--- src/swsfd_pkg.sv ---
// Shared types and constants of the single-wire sensor frame decoder.
package swsfd_pkg;

  localparam int TimeWidth = 63;
  localparam int WordWidth = 40;
  localparam int EdgeWidth = 6;
  localparam int ThrWidth = 20;
  localparam int ThrUsWidth = 11;
  localparam int ThrNsWidth = 21;
  localparam int AddrWidth = 3;

  // Edge 0 is the start item; edges before FirstDataEdge only set the reference.
  localparam logic [EdgeWidth-1:0] FirstDataEdge = 6'd2;
  localparam logic [EdgeWidth-1:0] TotalEdges = 6'd42;

  localparam logic [1:0] ACT_START = 2'd0;
  localparam logic [1:0] ACT_EDGE = 2'd1;
  localparam logic [1:0] ACT_TIMEOUT = 2'd2;

  localparam logic [1:0] ST_GOOD = 2'd0;
  localparam logic [1:0] ST_CHECKSUM = 2'd1;
  localparam logic [1:0] ST_TIMEOUT = 2'd2;

  localparam logic REG_THRESHOLD = 1'b0;
  localparam logic REG_INVALID = 1'b1;

  localparam logic [ThrWidth-1:0] ThresholdReset = 20'd100000;
  localparam logic [7:0] InvalidReset = 8'd255;
  // ceil(100000 / 1000)
  localparam logic [ThrUsWidth-1:0] ThrUsReset = 11'd100;

  typedef struct packed {
    logic [1:0]           action;
    logic [TimeWidth-1:0] time_ns;
  } item_t;

  typedef struct packed {
    logic [7:0] humidity;
    logic [7:0] temperature;
    logic [1:0] status;
  } result_t;

  typedef struct packed {
    logic [ThrUsWidth-1:0] thr_us;   // threshold rounded up to whole microseconds
    logic [7:0]            invalid_value;
  } cfg_t;

endpackage

--- src/swsfd_regs.sv ---
// Configuration registers with APB-style access and threshold rounding.
module swsfd_regs (
  input  logic                              clk,
  input  logic                              rst,
  input  logic                              psel,
  input  logic                              penable,
  input  logic                              pwrite,
  input  logic [swsfd_pkg::AddrWidth-1:0]   paddr,
  input  logic [31:0]                       pwdata,
  output logic [31:0]                       prdata,
  output logic                              pready,
  output swsfd_pkg::cfg_t                   cfg
);

  logic [swsfd_pkg::ThrWidth-1:0]   one_threshold_ns;
  logic [7:0]                       invalid_value;
  logic [swsfd_pkg::ThrUsWidth-1:0] thr_us;

  logic        wr_en;
  logic [20:0] thr_up;
  logic [17:0] thr_div8;
  logic [35:0] thr_prod;

  assign pready = 1'b1;
  assign wr_en = psel && penable && pwrite && pready;

  // ceil(x / 1000) = floor((x + 999) / 8 / 125); the divide by 125 is a
  // reciprocal multiply, exact for the 18-bit range used here.
  assign thr_up = {1'b0, pwdata[swsfd_pkg::ThrWidth-1:0]} + 21'd999;
  assign thr_div8 = thr_up[20:3];
  assign thr_prod = {18'd0, thr_div8} * 36'd134218;

  always_ff @(posedge clk) begin
    if (rst) begin
      one_threshold_ns <= swsfd_pkg::ThresholdReset;
      invalid_value <= swsfd_pkg::InvalidReset;
      thr_us <= swsfd_pkg::ThrUsReset;
    end else if (wr_en) begin
      unique case (paddr[2])
        swsfd_pkg::REG_THRESHOLD: begin
          one_threshold_ns <= pwdata[swsfd_pkg::ThrWidth-1:0];
          thr_us <= thr_prod[34:24];
        end
        swsfd_pkg::REG_INVALID: begin
          invalid_value <= pwdata[7:0];
        end
        default: begin
        end
      endcase
    end
  end

  always_comb begin
    unique case (paddr[2])
      swsfd_pkg::REG_THRESHOLD: prdata = {12'd0, one_threshold_ns};
      swsfd_pkg::REG_INVALID:   prdata = {24'd0, invalid_value};
      default:                  prdata = 32'd0;
    endcase
  end

  assign cfg.thr_us = thr_us;
  assign cfg.invalid_value = invalid_value;

endmodule

--- src/single_wire_sensor_frame_decoder.sv ---
// Top level: single-wire sensor frame decoder, input register, decode and result register.
//
//   channel   direction  handshake                   payload
//   item      in         item_valid / item_stall     swsfd_pkg::item_t
//   result    out        result_valid / result_stall swsfd_pkg::result_t
//   config    in         APB psel / penable / pready 32-bit registers at 0x0, 0x4
//
// One item per cycle unless a stalled result holds the pipeline; each item passes the
// input register and then the result register, and the interval
// subtract, threshold compare and checksum add fit between them.
// rst is synchronous and clears the capture state and both pipeline valids.
// A stalled result holds the decode stage; the input register still takes one item.
module single_wire_sensor_frame_decoder (
  input  logic                            clk,
  input  logic                            rst,
  input  logic                            item_valid,
  output logic                            item_stall,
  input  swsfd_pkg::item_t                item,
  output logic                            result_valid,
  input  logic                            result_stall,
  output swsfd_pkg::result_t              result,
  input  logic                            psel,
  input  logic                            penable,
  input  logic                            pwrite,
  input  logic [swsfd_pkg::AddrWidth-1:0] paddr,
  input  logic [31:0]                     pwdata,
  output logic [31:0]                     prdata,
  output logic                            pready
);

  swsfd_pkg::cfg_t cfg;

  swsfd_regs u_regs (
    .clk     (clk),
    .rst     (rst),
    .psel    (psel),
    .penable (penable),
    .pwrite  (pwrite),
    .paddr   (paddr),
    .pwdata  (pwdata),
    .prdata  (prdata),
    .pready  (pready),
    .cfg     (cfg)
  );

  // input register
  logic             s1_valid;
  swsfd_pkg::item_t s1_item;

  // capture state
  logic                              capturing;
  logic                              capturing_next;
  logic [swsfd_pkg::EdgeWidth-1:0]   edge_count;
  logic [swsfd_pkg::EdgeWidth-1:0]   edge_count_next;
  logic [swsfd_pkg::TimeWidth-1:0]   previous_time;
  logic [swsfd_pkg::TimeWidth-1:0]   previous_time_next;
  logic [swsfd_pkg::WordWidth-1:0]   bit_word;
  logic [swsfd_pkg::WordWidth-1:0]   bit_word_next;

  logic                              advance;
  logic                              fire;
  swsfd_pkg::result_t                res;

  logic [swsfd_pkg::ThrNsWidth-1:0]  thr_ns;
  logic [swsfd_pkg::TimeWidth-1:0]   diff;
  logic                              data_bit;
  logic [swsfd_pkg::WordWidth-1:0]   shifted;
  logic [8:0]                        check_sum;

  assign advance = !(result_valid && result_stall);
  assign item_stall = s1_valid && !advance;

  always_ff @(posedge clk) begin
    if (rst) begin
      s1_valid <= 1'b0;
    end else if (!item_stall) begin
      s1_valid <= item_valid;
    end
  end

  always_ff @(posedge clk) begin
    if (!item_stall) begin
      s1_item <= item;
    end
  end

  // q * 1000 as shifts: q * (1024 - 16 - 8)
  assign thr_ns = {cfg.thr_us, 10'd0} - {6'd0, cfg.thr_us, 4'd0} - {7'd0, cfg.thr_us, 3'd0};

  // floor(d / 1000) * 1000 >= thr  <=>  d >= 1000 * ceil(thr / 1000)
  assign diff = (s1_item.time_ns >= previous_time) ? (s1_item.time_ns - previous_time)
                                                   : '0;
  assign data_bit = (diff >= {{(swsfd_pkg::TimeWidth - swsfd_pkg::ThrNsWidth){1'b0}}, thr_ns});
  assign shifted = {bit_word[swsfd_pkg::WordWidth-2:0], data_bit};

  always_comb begin
    capturing_next = capturing;
    edge_count_next = edge_count;
    previous_time_next = previous_time;
    bit_word_next = bit_word;
    fire = 1'b0;
    res = '{humidity: cfg.invalid_value, temperature: cfg.invalid_value,
            status: swsfd_pkg::ST_TIMEOUT};
    check_sum = '0;
    unique case (s1_item.action)
      swsfd_pkg::ACT_START: begin
        capturing_next = 1'b1;
        edge_count_next = 6'd1;
        previous_time_next = s1_item.time_ns;
        bit_word_next = '0;
      end
      swsfd_pkg::ACT_TIMEOUT: begin
        if (capturing) begin
          capturing_next = 1'b0;
          edge_count_next = '0;
          fire = 1'b1;
        end
      end
      swsfd_pkg::ACT_EDGE: begin
        if (capturing) begin
          edge_count_next = edge_count + 6'd1;
          previous_time_next = s1_item.time_ns;
          if (edge_count >= swsfd_pkg::FirstDataEdge) begin
            bit_word_next = shifted;
          end
          if (edge_count >= swsfd_pkg::TotalEdges - 6'd1) begin
            capturing_next = 1'b0;
            edge_count_next = '0;
            fire = 1'b1;
            check_sum = {1'b0, bit_word_next[39:32]} + {1'b0, bit_word_next[23:16]};
            if (check_sum == {1'b0, bit_word_next[7:0]}) begin
              res = '{humidity: bit_word_next[39:32], temperature: bit_word_next[23:16],
                      status: swsfd_pkg::ST_GOOD};
            end else begin
              res.status = swsfd_pkg::ST_CHECKSUM;
            end
          end
        end
      end
      default: begin
      end
    endcase
  end

  always_ff @(posedge clk) begin
    if (rst) begin
      capturing <= 1'b0;
      edge_count <= '0;
      previous_time <= '0;
      bit_word <= '0;
      result_valid <= 1'b0;
    end else if (advance) begin
      result_valid <= s1_valid && fire;
      if (s1_valid) begin
        capturing <= capturing_next;
        edge_count <= edge_count_next;
        previous_time <= previous_time_next;
        bit_word <= bit_word_next;
      end
    end
  end

  always_ff @(posedge clk) begin
    if (advance) begin
      result <= res;
    end
  end

endmodule
--- config.mk ---
export PLATFORM = sky130hd
export DESIGN_NAME = single_wire_sensor_frame_decoder
export DESIGN_NICKNAME = d
export VERILOG_FILES = /design/src/swsfd_pkg.sv /design/src/swsfd_regs.sv /design/src/single_wire_sensor_frame_decoder.sv
export SDC_FILE = /design/constraint.sdc
export NUM_CORES = 1
export LEC_CHECK = 0
export BUFFER_PORTS_ARGS = -buffer_cell sky130_fd_sc_hd__buf_2
export CAP_MARGIN = 20
export CORE_UTILIZATION = 50
export DETAILED_ROUTE_END_ITERATION = 8
export GPL_ROUTABILITY_DRIVEN = 1
export PLACE_DENSITY = 0.76
export RECOVER_POWER = 100
export REMOVE_ABC_BUFFERS = 1
export SLEW_MARGIN = 20
export SYNTH_ARGS = -nofsm -noshare
export SYNTH_HDL_FRONTEND = slang
export SYNTH_SLANG_ARGS = --single-unit
--- constraint.sdc ---
create_clock -name clk -period 10.7 [get_ports clk]
set_input_delay 0 -clock clk [delete_from_list [all_inputs] [get_ports clk]]
set_output_delay 0 -clock clk [all_outputs]
set_load 0.05 [all_outputs]
==> results.md, run 1 <==
* Core area at about 39000 sq um
* Worst VDD drop at 0.171 mV
* Unrepaired setup endpoints after global routing: no
* Area leader, netlist: ha_1
* Crit path from: s1_item[12]
* Vias in the first global route at between 15000 and 20000
* Die Footprint at about 40000 sq um
* Comb pwr share at between 40% and 50%
* Gate Count Post-Synth at approximately 2400
* Multi-input gate area at 12700 sq um
* Slew HR at -158%
* Post-layout minimum cycle time at 8590 ps
* Die Span Y at around 200 um
* Iter 0 DRT Violations at roughly 1200
* Sw Share at between 30% and 40%
* Final Cycle Share at about four fifths
* DR vias at between 15000 and 20000
* WL final at roughly 55 mm
* Post-synth EDFFs at between 80 and 90
* Register area at approximately 5500 sq um
* Number of max-cap violations at 4
* Avg Cell Area, Syn at 8.25 sq um
* Register area share after synthesis at between 20% and 30%
* TritonCTS clock tree: done
* Clock share of power at between 20 and 30%
* Synthesized cell area at 19500 sq um
* DRT Pass-1 Iters at 5
* Req. time, crit path at between 10000 and 15000 ps
* Synth top area share at between 15 and 20%
* RePlAce Congestion at 0.951
* Clk_lat worst skew at roughly 600 ps
* Avg Vias per Cell at roughly 5.7
* Dpl cell area at approximately 20000 sq um
* Commonest non-fill, non-tap cell in the layout: nand2_1
* Setup Fix Bufs, Post-CTS at 0
* ANT nets after route at 0
* Largest cells by area after synthesis: ha_1 (17%), dfxtp_1 (15%), edfxtp_1 (13%), nand2_1 (7.0%), a21oi_1 (5.9%)
* Row count at around 70
* Reg2reg start: s1_item[12]
* Total grt overflow at 0
* Final hold vios at 0
* Final Net Count at slightly below 3000
* Largest net degree at the start of global routing at 91
* Startpoint Class: flip-flop
* HP Start: psel
* Setup Viol. Count Final at 0
* Clock Path Buffers at 3
* Root Driver: clkbuf_16
* Number of antenna violations at the first check in global routing at 2
* Yosys reg bits at approximately 230
* Power density over the cells at around 150 nW/um^2
* Initial Utilization at between 50% and 60%
* Reg clk slew, reported paths at ~60 ps
* Syn-to-layout area delta at 13.6%
* Maximum clock frequency at between 0.1 and 0.15 GHz
* Worst Skew at 36.0 ps
* CTS H-tree depth at 1
* WP data arrival at a little under 9000 ps
* Sequential group share of total power at just under 30%
* YS warnings at 0
* Fill count at 3517
* CTS Buf Count at 27
* Main flop type after synthesis: dfxtp_1
* First-pass GRT wire length at around 88 mm
* WL/cell at 18.0 um
* Ys async rst share at 0%
* Status: finished with violations
* Worst-Margin Slew at ~3900 ps
* Die Wd at 200 um
* Drt drc at 0
* Critical Path Sink Type: flip-flop
* Clock sinks at about 230
* I/O pins at 160
* WS Path Type: reg -> reg
* Commonest cells after routing, fill and taps aside: nand2_1 (362), ha_1 (267), a21oi_1 (231)
* Netlist cell types at 86
* Total track usage at between 20% and 30%
* Final Cell Area at roughly 22000 sq um
* Violated checks: max-capacitance violations, max-slew violations
* Fin Setup TNS at 0 ps
* Share of cells above drive strength 1 at around 6.4%
* CP max FO at 21
* Internal power at 2.07 mW
* Leakage at roughly 9.2 nW
* Switching pwr at approximately 1.2 mW
* Pins Over Slew Limit at around 290
* HPWL Detailed at 41.6 mm
* Hold crit path type: in -> reg
* Port buffer count at 132
==> Yosys cell counts (14+ instances only) <==
master / instances
edfxtp_1: 83
a211oi_1: 16
a22oi_1: 41
o21ai_0: 88
nand4_1: 47
buf_4: 14
nand2_1: 362
xnor2_1: 45
nand2b_1: 20
nand3_1: 37
inv_1: 228
xor2_1: 34
nor2_1: 168
nand3b_1: 15
fa_1: 52
nor2b_1: 28
nor4_1: 15
a21oi_1: 231
o21ai_1: 24
buf_2: 26
clkbuf_1: 63
nor3_1: 32
ha_1: 267
a21o_1: 26
o21a_1: 22
dfxtp_1: 151
==> critical path: stages, from the launching register on <==
cell       delay, ps
edfxtp_1         390
ha_1             520
nand2_1          150
nor4_1           560
nor3_1           100
a21oi_1          230
nand2_1          190
o41ai_1          550
o21ai_0          140
clkbuf_1         450
nor3b_1          340
ha_1             280
a21oi_1          140
nor2b_1           50
o21ai_0          160
a21oi_1           90
or4_1            490
a21oi_1          210
o2111ai_1        150
or4_1            530
or4_1            590
nor4_1           580
nor3_1           110
or4b_1           860
mux2_1           460
==> power groups by stage <==
stage	clock, mW	sequential, mW	combinational, mW
finish	0.961	0.966	1.37
global route	1.01	0.969	1.56
CTS	0.979	0.966	1.37
detailed placement	0	0.984	1.33
global placement	0	0.984	1.28
floorplan	0	0.985	0.998
==> routing by layer <==
layer  up-vias  wire [um]  GRT usage (%)
met3        98       2760           3.59
met4         0       1540           7.92
li1       8593          -              -
met5         -          0              0
met1      8377      24000           35.0
met2       510      26900           48.4
==> what timing repair did <==
item	4_1_cts	5_1_grt
hold buffers	94	0
endpoints found under the hold margin	147	0
resized for setup	0	0
==> through the flow <==
| step | std cells | utilization [%] | setup WS (ps) | power (mW) | hold WS, ps |
|---|---|---|---|---|---|
| after CTS | 3067 | 57.9 | 2540 | 3.32 | 21.3 |
| final | 3069 | 57.5 | 2110 | 3.30 | 40.6 |
| after global routing | 3069 | 57.5 | 1650 | 3.54 | 104 |
| after global placement | 2923 | 53.1 | 2660 | 2.26 | 178 |
| after floorplan | 2266 | - | 3270 | 1.98 | 69.1 |
| after detailed placement | 2923 | 53.1 | 2550 | 2.32 | 178 |
==> final timing paths <==
kind,end,slack (ps),cells after the start
hold reg to reg,previous_time[10],450,2
setup reg to reg,result[9],2110,24
setup / recovery,result[9],2110,24
hold / removal,u_regs.invalid_value[4],40,4
==> sequential cells by signal, summed over array words and instances (netlist names) <==
name / flops
u_regs.invalid_value: 8
edge_count: 6
u_regs.thr_us: 11
capturing: 1
bit_word: 40
result_valid: 1
previous_time: 63
s1_item: 65
s1_valid: 1
u_regs.one_threshold_ns: 20
result: 18
==> cell families after synthesis <==
kind of cell             synth area share [%]
buffers and inverters                    7.01
XOR/XNOR                                 3.54
AO/OA/AOI/OAI                            17.8
flip-flops                               28.2
multiplexers                             2.20
adder cells (fa/ha/maj)                  22.5
AND/OR/NAND/NOR                          18.6
other                                  0.0385
==> final cells by class <==
class                   count  area share, %
flip-flops and latches    234           24.9
inverters                 229           3.88
well taps                 518           2.92
diodes                      2         0.0226
clock inverters            12          0.508
clock buffers              38           3.60
multi-input cells        1803           57.1
repair buffers            233           7.12
No activity file was read; power rests on OpenSTA's default activity.
==> inputs of run 2 (changes only) <==
Clock period 10.7 ns to 8.06 ns, I/O delays scaled along.
==> run 2 against run 1 <==
  * Sequential power increased by 33%
  * Critical endpoint is now u_regs.thr_us[10]
  * The flow still finishes with violations (max-capacitance violations, max-slew violations)
  * Cell count is 0.68% higher
  * Highest routed layer is now met5
  * Non-clock buffer count up 22
  * Largest cell class unchanged
  * Critical path type is now in -> reg
  * Global-route usage up 0.18 points
==> results.md, run 2 (synthesized netlist as in run 1, its figures left out) <==
* Clock sinks at 234
* Reg clk slew, reported paths at ~70 ps
* Maximum clock frequency at 0.130 GHz
* Power density over the cells at 195 nW/um^2
* RePlAce Congestion at 0.960
* DR vias at about 18000
* Total track usage at between 20% and 30%
* First-pass GRT wire length at 88.0 mm
* Max reg flops at 65
* TritonCTS clock tree: done
* Total grt overflow at 0
* Hold EP: u_regs.invalid_value[4]
* Hold_ws at 29.3 ps
* Largest net degree at the start of global routing at 94
* CP max FO at 5
* Reg2reg path depth at 24
* Slew HR at -114%
* Drt drc at 0
* Clk_lat worst skew at 570 ps
* Pins Over Slew Limit at between 150 and 200
* Startpoint Class: input pin
* Iter 0 DRT Violations at 1127
* Number of max-cap violations at 3
* Die Wd at 200 um
* Root Driver: clkbuf_16
* Overall Power at 4.35 mW
* Final hold vios at 0
* Leakage at approximately 9.4 nW
* ANT nets after route at 0
* Reg with most FFs: s1_item
* Req. time, crit path at 8470 ps
* I/O pins at 160
* Syn-to-layout area delta at 14.5%
* Core area at between 30000 and 40000 sq um
* WL/cell at ~18 um
* Register area at 5520 sq um
* Number of antenna violations at the first check in global routing at 4
* Worst Skew at 22.8 ps
* CTS H-tree depth at 1
* Post-layout minimum cycle time at slightly below 8000 ps
* Vias in the first global route at about 17000
* Dpl cell area at 20600 sq um
* Worst path most repeated cell: fa_1
* Critical Path Sink Type: flip-flop
* Die Footprint at approximately 40000 sq um
* CP max-delay cell: dlygate4sd3_1
* Pre-CTS setup slack at 395 ps
* Final Cycle Share at between 90 and 100%
* Hold crit path type: in -> reg
* Placed cells at approximately 2900
* Port buffer count at approximately 130
* Fin Setup TNS at 0 ps
* HPWL Detailed at 41.9 mm
* Post-Layout Cell Count at 3090
* Final Cell Area at ~22000 sq um
* Die Span Y at between 150 and 200 um
* Share of cells above drive strength 1 at between 7 and 8%
* CP Buf/Inv Count at 3
* FF-to-FF setup slack at approximately 530 ps
* Unrepaired setup endpoints after global routing: no
* DRT Pass-1 Iters at 7
* Cell depth of the worst hold path at 4
* Clock Path Buffers at 3
* Reg2reg start: s1_item[40]
* Commonest non-fill, non-tap cell in the layout: nand2_1
* FF-to-FF End: result[7]
* Largest delay share family, worst path: adder cells
* Final Net Count at between 2000 and 3000
* Multi-input gate area at ~13000 sq um
* Core Util, Final at 58.0%
* Initial Utilization at between 50 and 60%
* Commonest cells after routing, fill and taps aside: nand2_1 (362), ha_1 (267), a21oi_1 (231)
* WP data arrival at slightly above 8000 ps
* Top flop regs: s1_item (65), previous_time (63), bit_word (40)
* WS Path Type: in -> reg
* Slowest stage delay, CP at between 500 and 600 ps
* Avg Vias per Cell at roughly 5.7
* Worst-Margin Slew at 3200 ps
* Worst VDD drop at roughly 0.24 mV
* Final WS setup at approximately 340 ps
* HP Start: psel
* Fill count at 3514
* Row count at between 70 and 80
* CTS Buf Count at 26
* Status: finished with violations
* Violated checks: max-capacitance violations, max-slew violations
* Setup Viol. Count Final at 0
* WL final at between 50 and 60 mm
[run 2: final cells by class]
type / instances / share of cell area (%)
clock inverter: 14 / 0.783
tap: 518 / 2.90
inverter: 229 / 3.84
timing repair buffer: 255 / 7.85
multi-input combinational: 1803 / 56.7
clock buffer: 34 / 3.18
antenna: 3 / 0.0336
sequential: 234 / 24.7
[run 2: tightest hold or removal path: stages]
cell and delay (ps):
buf_2 100, nand4_1 300, nand2_1 90, nand3b_1 70
[run 2: worst max path at each step]
stage / startpoint / end / cells after the start / slack [ps]
detailed placement: pwdata[3] / u_regs.thr_us[10] / 32 / 400
global route: pwdata[3] / u_regs.thr_us[10] / 33 / 20
global placement: s1_item[13] / result[17] / 25 / 610
CTS: pwdata[3] / u_regs.thr_us[10] / 33 / 380
finish: pwdata[0] / u_regs.thr_us[10] / 33 / 340
floorplan: s1_item[40] / result[17] / 23 / 630
[run 2: what timing repair did]
action,in CTS,in global routing
endpoints found under the hold margin,150,0
gates resized for setup,0,5
setup buffers,0,0
endpoints found under the setup margin,0,19
hold buffers,94,0
[run 2: where the power goes]
part / switching, mW / internal, mW
registers: 0.0235 / 1.26
clock network: 0.499 / 0.721
logic: 1.08 / 0.772
total: 1.60 / 2.75
[run 2: routing by layer]
layer | wire length, um | vias up | track usage, % | share of wire, %
met5 | 13 | - | 0 | 0.024
met4 | 1970 | 2 | 9.47 | 3.6
met3 | 2790 | 120 | 3.73 | 5.1
met2 | 26500 | 487 | 48.1 | 48
met1 | 23800 | 8319 | 35.2 | 43
li1 | - | 8611 | - | -
==> inputs of run 3 (changes only) <==
Settings changed: CELL_PAD_IN_SITES_DETAIL_PLACEMENT set to 0, CELL_PAD_IN_SITES_GLOBAL_PLACEMENT set to 1, CORE_UTILIZATION 50 to 47, CTS_BUF_LIST set to sky130_fd_sc_hd__clkbuf_4 sky130_fd_sc_hd__clkbuf_8 sky130_fd_sc_hd__clkbuf_16, PLACE_DENSITY 0.76 to 0.89, SLEW_MARGIN 20 to 15.
==> run 3 against run 2 <==
  * The flow still finishes with violations (max-capacitance violations, max-slew violations)
  * Register-to-register slack worse by 60 ps
  * Non-clock buffer count up 33
  * Worst setup slack gained 130 ps
  * Combinational power about the same
  * Count of clock-buffer cells in the layout did not move
  * First-iteration DRC count shrank 2.2%
  * Largest cell class unchanged
  * Highest routed layer is now met4
==> results.md, run 3 (synthesized netlist as in run 1, its figures left out) <==
* Status: finished with violations
* Violated checks: max-capacitance violations, max-slew violations
* Avg Vias per Cell at 5.58
* Total track usage at 26.2%
* Die Footprint at roughly 42000 sq um
* Final Net Count at 3010
* Critical Path Sink Type: flip-flop
* FF-to-FF End: result[5]
* DRT Pass-1 Iters at 5
* CP max FO at 16
* Slew HR at -179%
* Slowest stage delay, CP at 610 ps
* Clock sinks at ~230
* Startpoint Class: flip-flop
* CP max-delay cell: or4_1
* Number of max-cap violations at 4
* WP data arrival at just under 8000 ps
* Clock Path Buffers at 3
* HP Start: psel
* Comb pwr share at approximately two fifths
* Vias in the first global route at roughly 17000
* FF-to-FF setup slack at ~470 ps
* WS Path Type: reg -> reg
* Busiest grt layer: met2
* Reg clk slew, reported paths at about 60 ps
* Die Span Y at 206 um
* Iter 0 DRT Violations at approximately 1100
* Multi-input gate area at 12700 sq um
* Port buffer count at about 130
* Max reg flops at 65
* HPWL Detailed at around 42 mm
* Placed cells at a little under 3000
* TritonCTS clock tree: done
* CP Buf/Inv Count at 7
* First-pass GRT wire length at approximately 89 mm
* Switching pwr at around 1.7 mW
* Final Cycle Share at a little over nine tenths
* Worst VDD drop at approximately 0.17 mV
* Internal power at about 2.8 mW
* Root Driver: clkbuf_16
* Fin Setup TNS at 0 ps
* Reg2reg path depth at 30
* WL/cell at roughly 18 um
* Die Wd at 206 um
* Share of cells above drive strength 1 at slightly below 9%
* RePlAce Congestion at about 0.94
* Clock share of power at about 30%
* Largest delay share family, worst path: simple AND/OR/NAND/NOR gates
* Core Util, Final at a little under three fifths
* Core area at 40900 sq um
* Sequential group share of total power at between 20 and 30%
* Commonest non-fill, non-tap cell in the layout: nand2_1
* Number of antenna violations at the first check in global routing at 4
* Setup Viol. Count Final at 0
* Drt drc at 0
* Worst path most repeated cell: buf_4
* ANT nets after route at 0
* Routing usage on met1 at ~34%
* Post-Layout Cell Count at 3143
* Cell depth of the worst hold path at 4
* Leakage at ~9.6 nW
* Reg2reg start: s1_item[17]
* Setup Fix Bufs, Post-CTS at 0
* WL final at between 50 and 60 mm
* DR vias at 17500
* Pre-CTS setup slack at roughly 380 ps
* CTS H-tree depth at 1
* Clk_lat worst skew at 600 ps
* Maximum clock frequency at about 0.13 GHz
* Register area at 5520 sq um
* Grt met3 use at between 3 and 4%
* Total grt overflow at 0
* Worst Skew at approximately 54 ps
* Pins Over Slew Limit at between 200 and 300
* Hold crit path type: in -> reg
* Sw Share at between 30 and 40%
* Fill count at approximately 3800
* Largest net degree at the start of global routing at 96
* Row count at between 70 and 80
* Initial Utilization at around 48%
* Final WS setup at approximately 470 ps
* Post-layout minimum cycle time at approximately 7600 ps
* Met2 usage at a little under half
* Power density over the cells at approximately 200 nW/um^2
* Hold EP: u_regs.invalid_value[7]
* Syn-to-layout area delta at 16.6%
* Hold_ws at 40.7 ps
* Reg with most FFs: s1_item
* Req. time, crit path at 8410 ps
* Commonest cells after routing, fill and taps aside: nand2_1 (362), ha_1 (267), a21oi_1 (231)
* Worst-Margin Slew at 4190 ps
* I/O pins at 160
* Final hold vios at 0
* Top flop regs: s1_item (65), previous_time (63), bit_word (40)
* CTS Buf Count at 28
==> run 3: cell count changes in the layout (fill, tap and decap cells not counted), sizes merged <==
cell,change
clkinvlp,-2
bufinv,+1
dlygate4sd3,+8
clkbuf,+4
diode,+2
inv,+4
buf,+21
clkinv,+1
==> run 3: metal layers <==
layer,part of all wire [%],vias to the layer above
met3,4.2,68
li1,-,8694
met1,44,8359
met5,0,-
met2,49,426
met4,2.2,0
==> run 3: worst reg2reg max path, delay by kind of cell (launching register included) <==
family / cells / cell delay, ps
mux: 1 / 340
compound gates: 10 / 1760
fa+ha+maj: 2 / 780
buf+inv: 7 / 1340
simple gates: 10 / 2730
flops: 1 / 410
==> run 3: timing repair <==
item,in CTS,in global routing
hold endpoints to repair,137,18
hold buffers,101,1
endpoints found under the setup margin,0,2
gates resized for setup,0,4
==> run 3: worst max-delay path by stage <==
stage | start | to | slack (ps) | cells past startpoint
final | s1_item[17] | result[5] | 470 | 30
after global routing | pwdata[3] | u_regs.thr_us[10] | -20 | 33
after CTS | pwdata[1] | u_regs.thr_us[9] | 430 | 33
after detailed placement | pwdata[1] | u_regs.thr_us[10] | 380 | 32
after global placement | pwdata[1] | u_regs.thr_us[10] | 520 | 32
after floorplan | s1_item[40] | result[17] | 630 | 23
==> run 3: stage by stage <==
| step | power (mW) | area (sq um) |
|---|---|---|
| after global routing | 4.83 | 22800 |
| after detailed placement | 3.11 | 20800 |
| after global placement | 3.06 | 20800 |
| after floorplan | 2.63 | 19100 |
| final | 4.50 | 22800 |
| after CTS | 4.52 | 22800 |
==> run 3: cell type report <==
cell class	count	share of cell area, %
antenna	5	0.0550
tap	532	2.92
sequential	234	24.2
clock buffer	34	3.36
inverter	229	3.78
multi-input combinational	1803	55.8
timing repair buffer	288	8.84
clock inverter	18	1.02
==> run 3: power groups by stage <==
stage,Clock [mW],Sequential [mW],Combinational [mW]
after CTS,1.38,1.28,1.86
after global placement,0,1.30,1.76
after floorplan,0,1.31,1.32
after global routing,1.43,1.28,2.12
after detailed placement,0,1.30,1.80
final,1.35,1.28,1.87
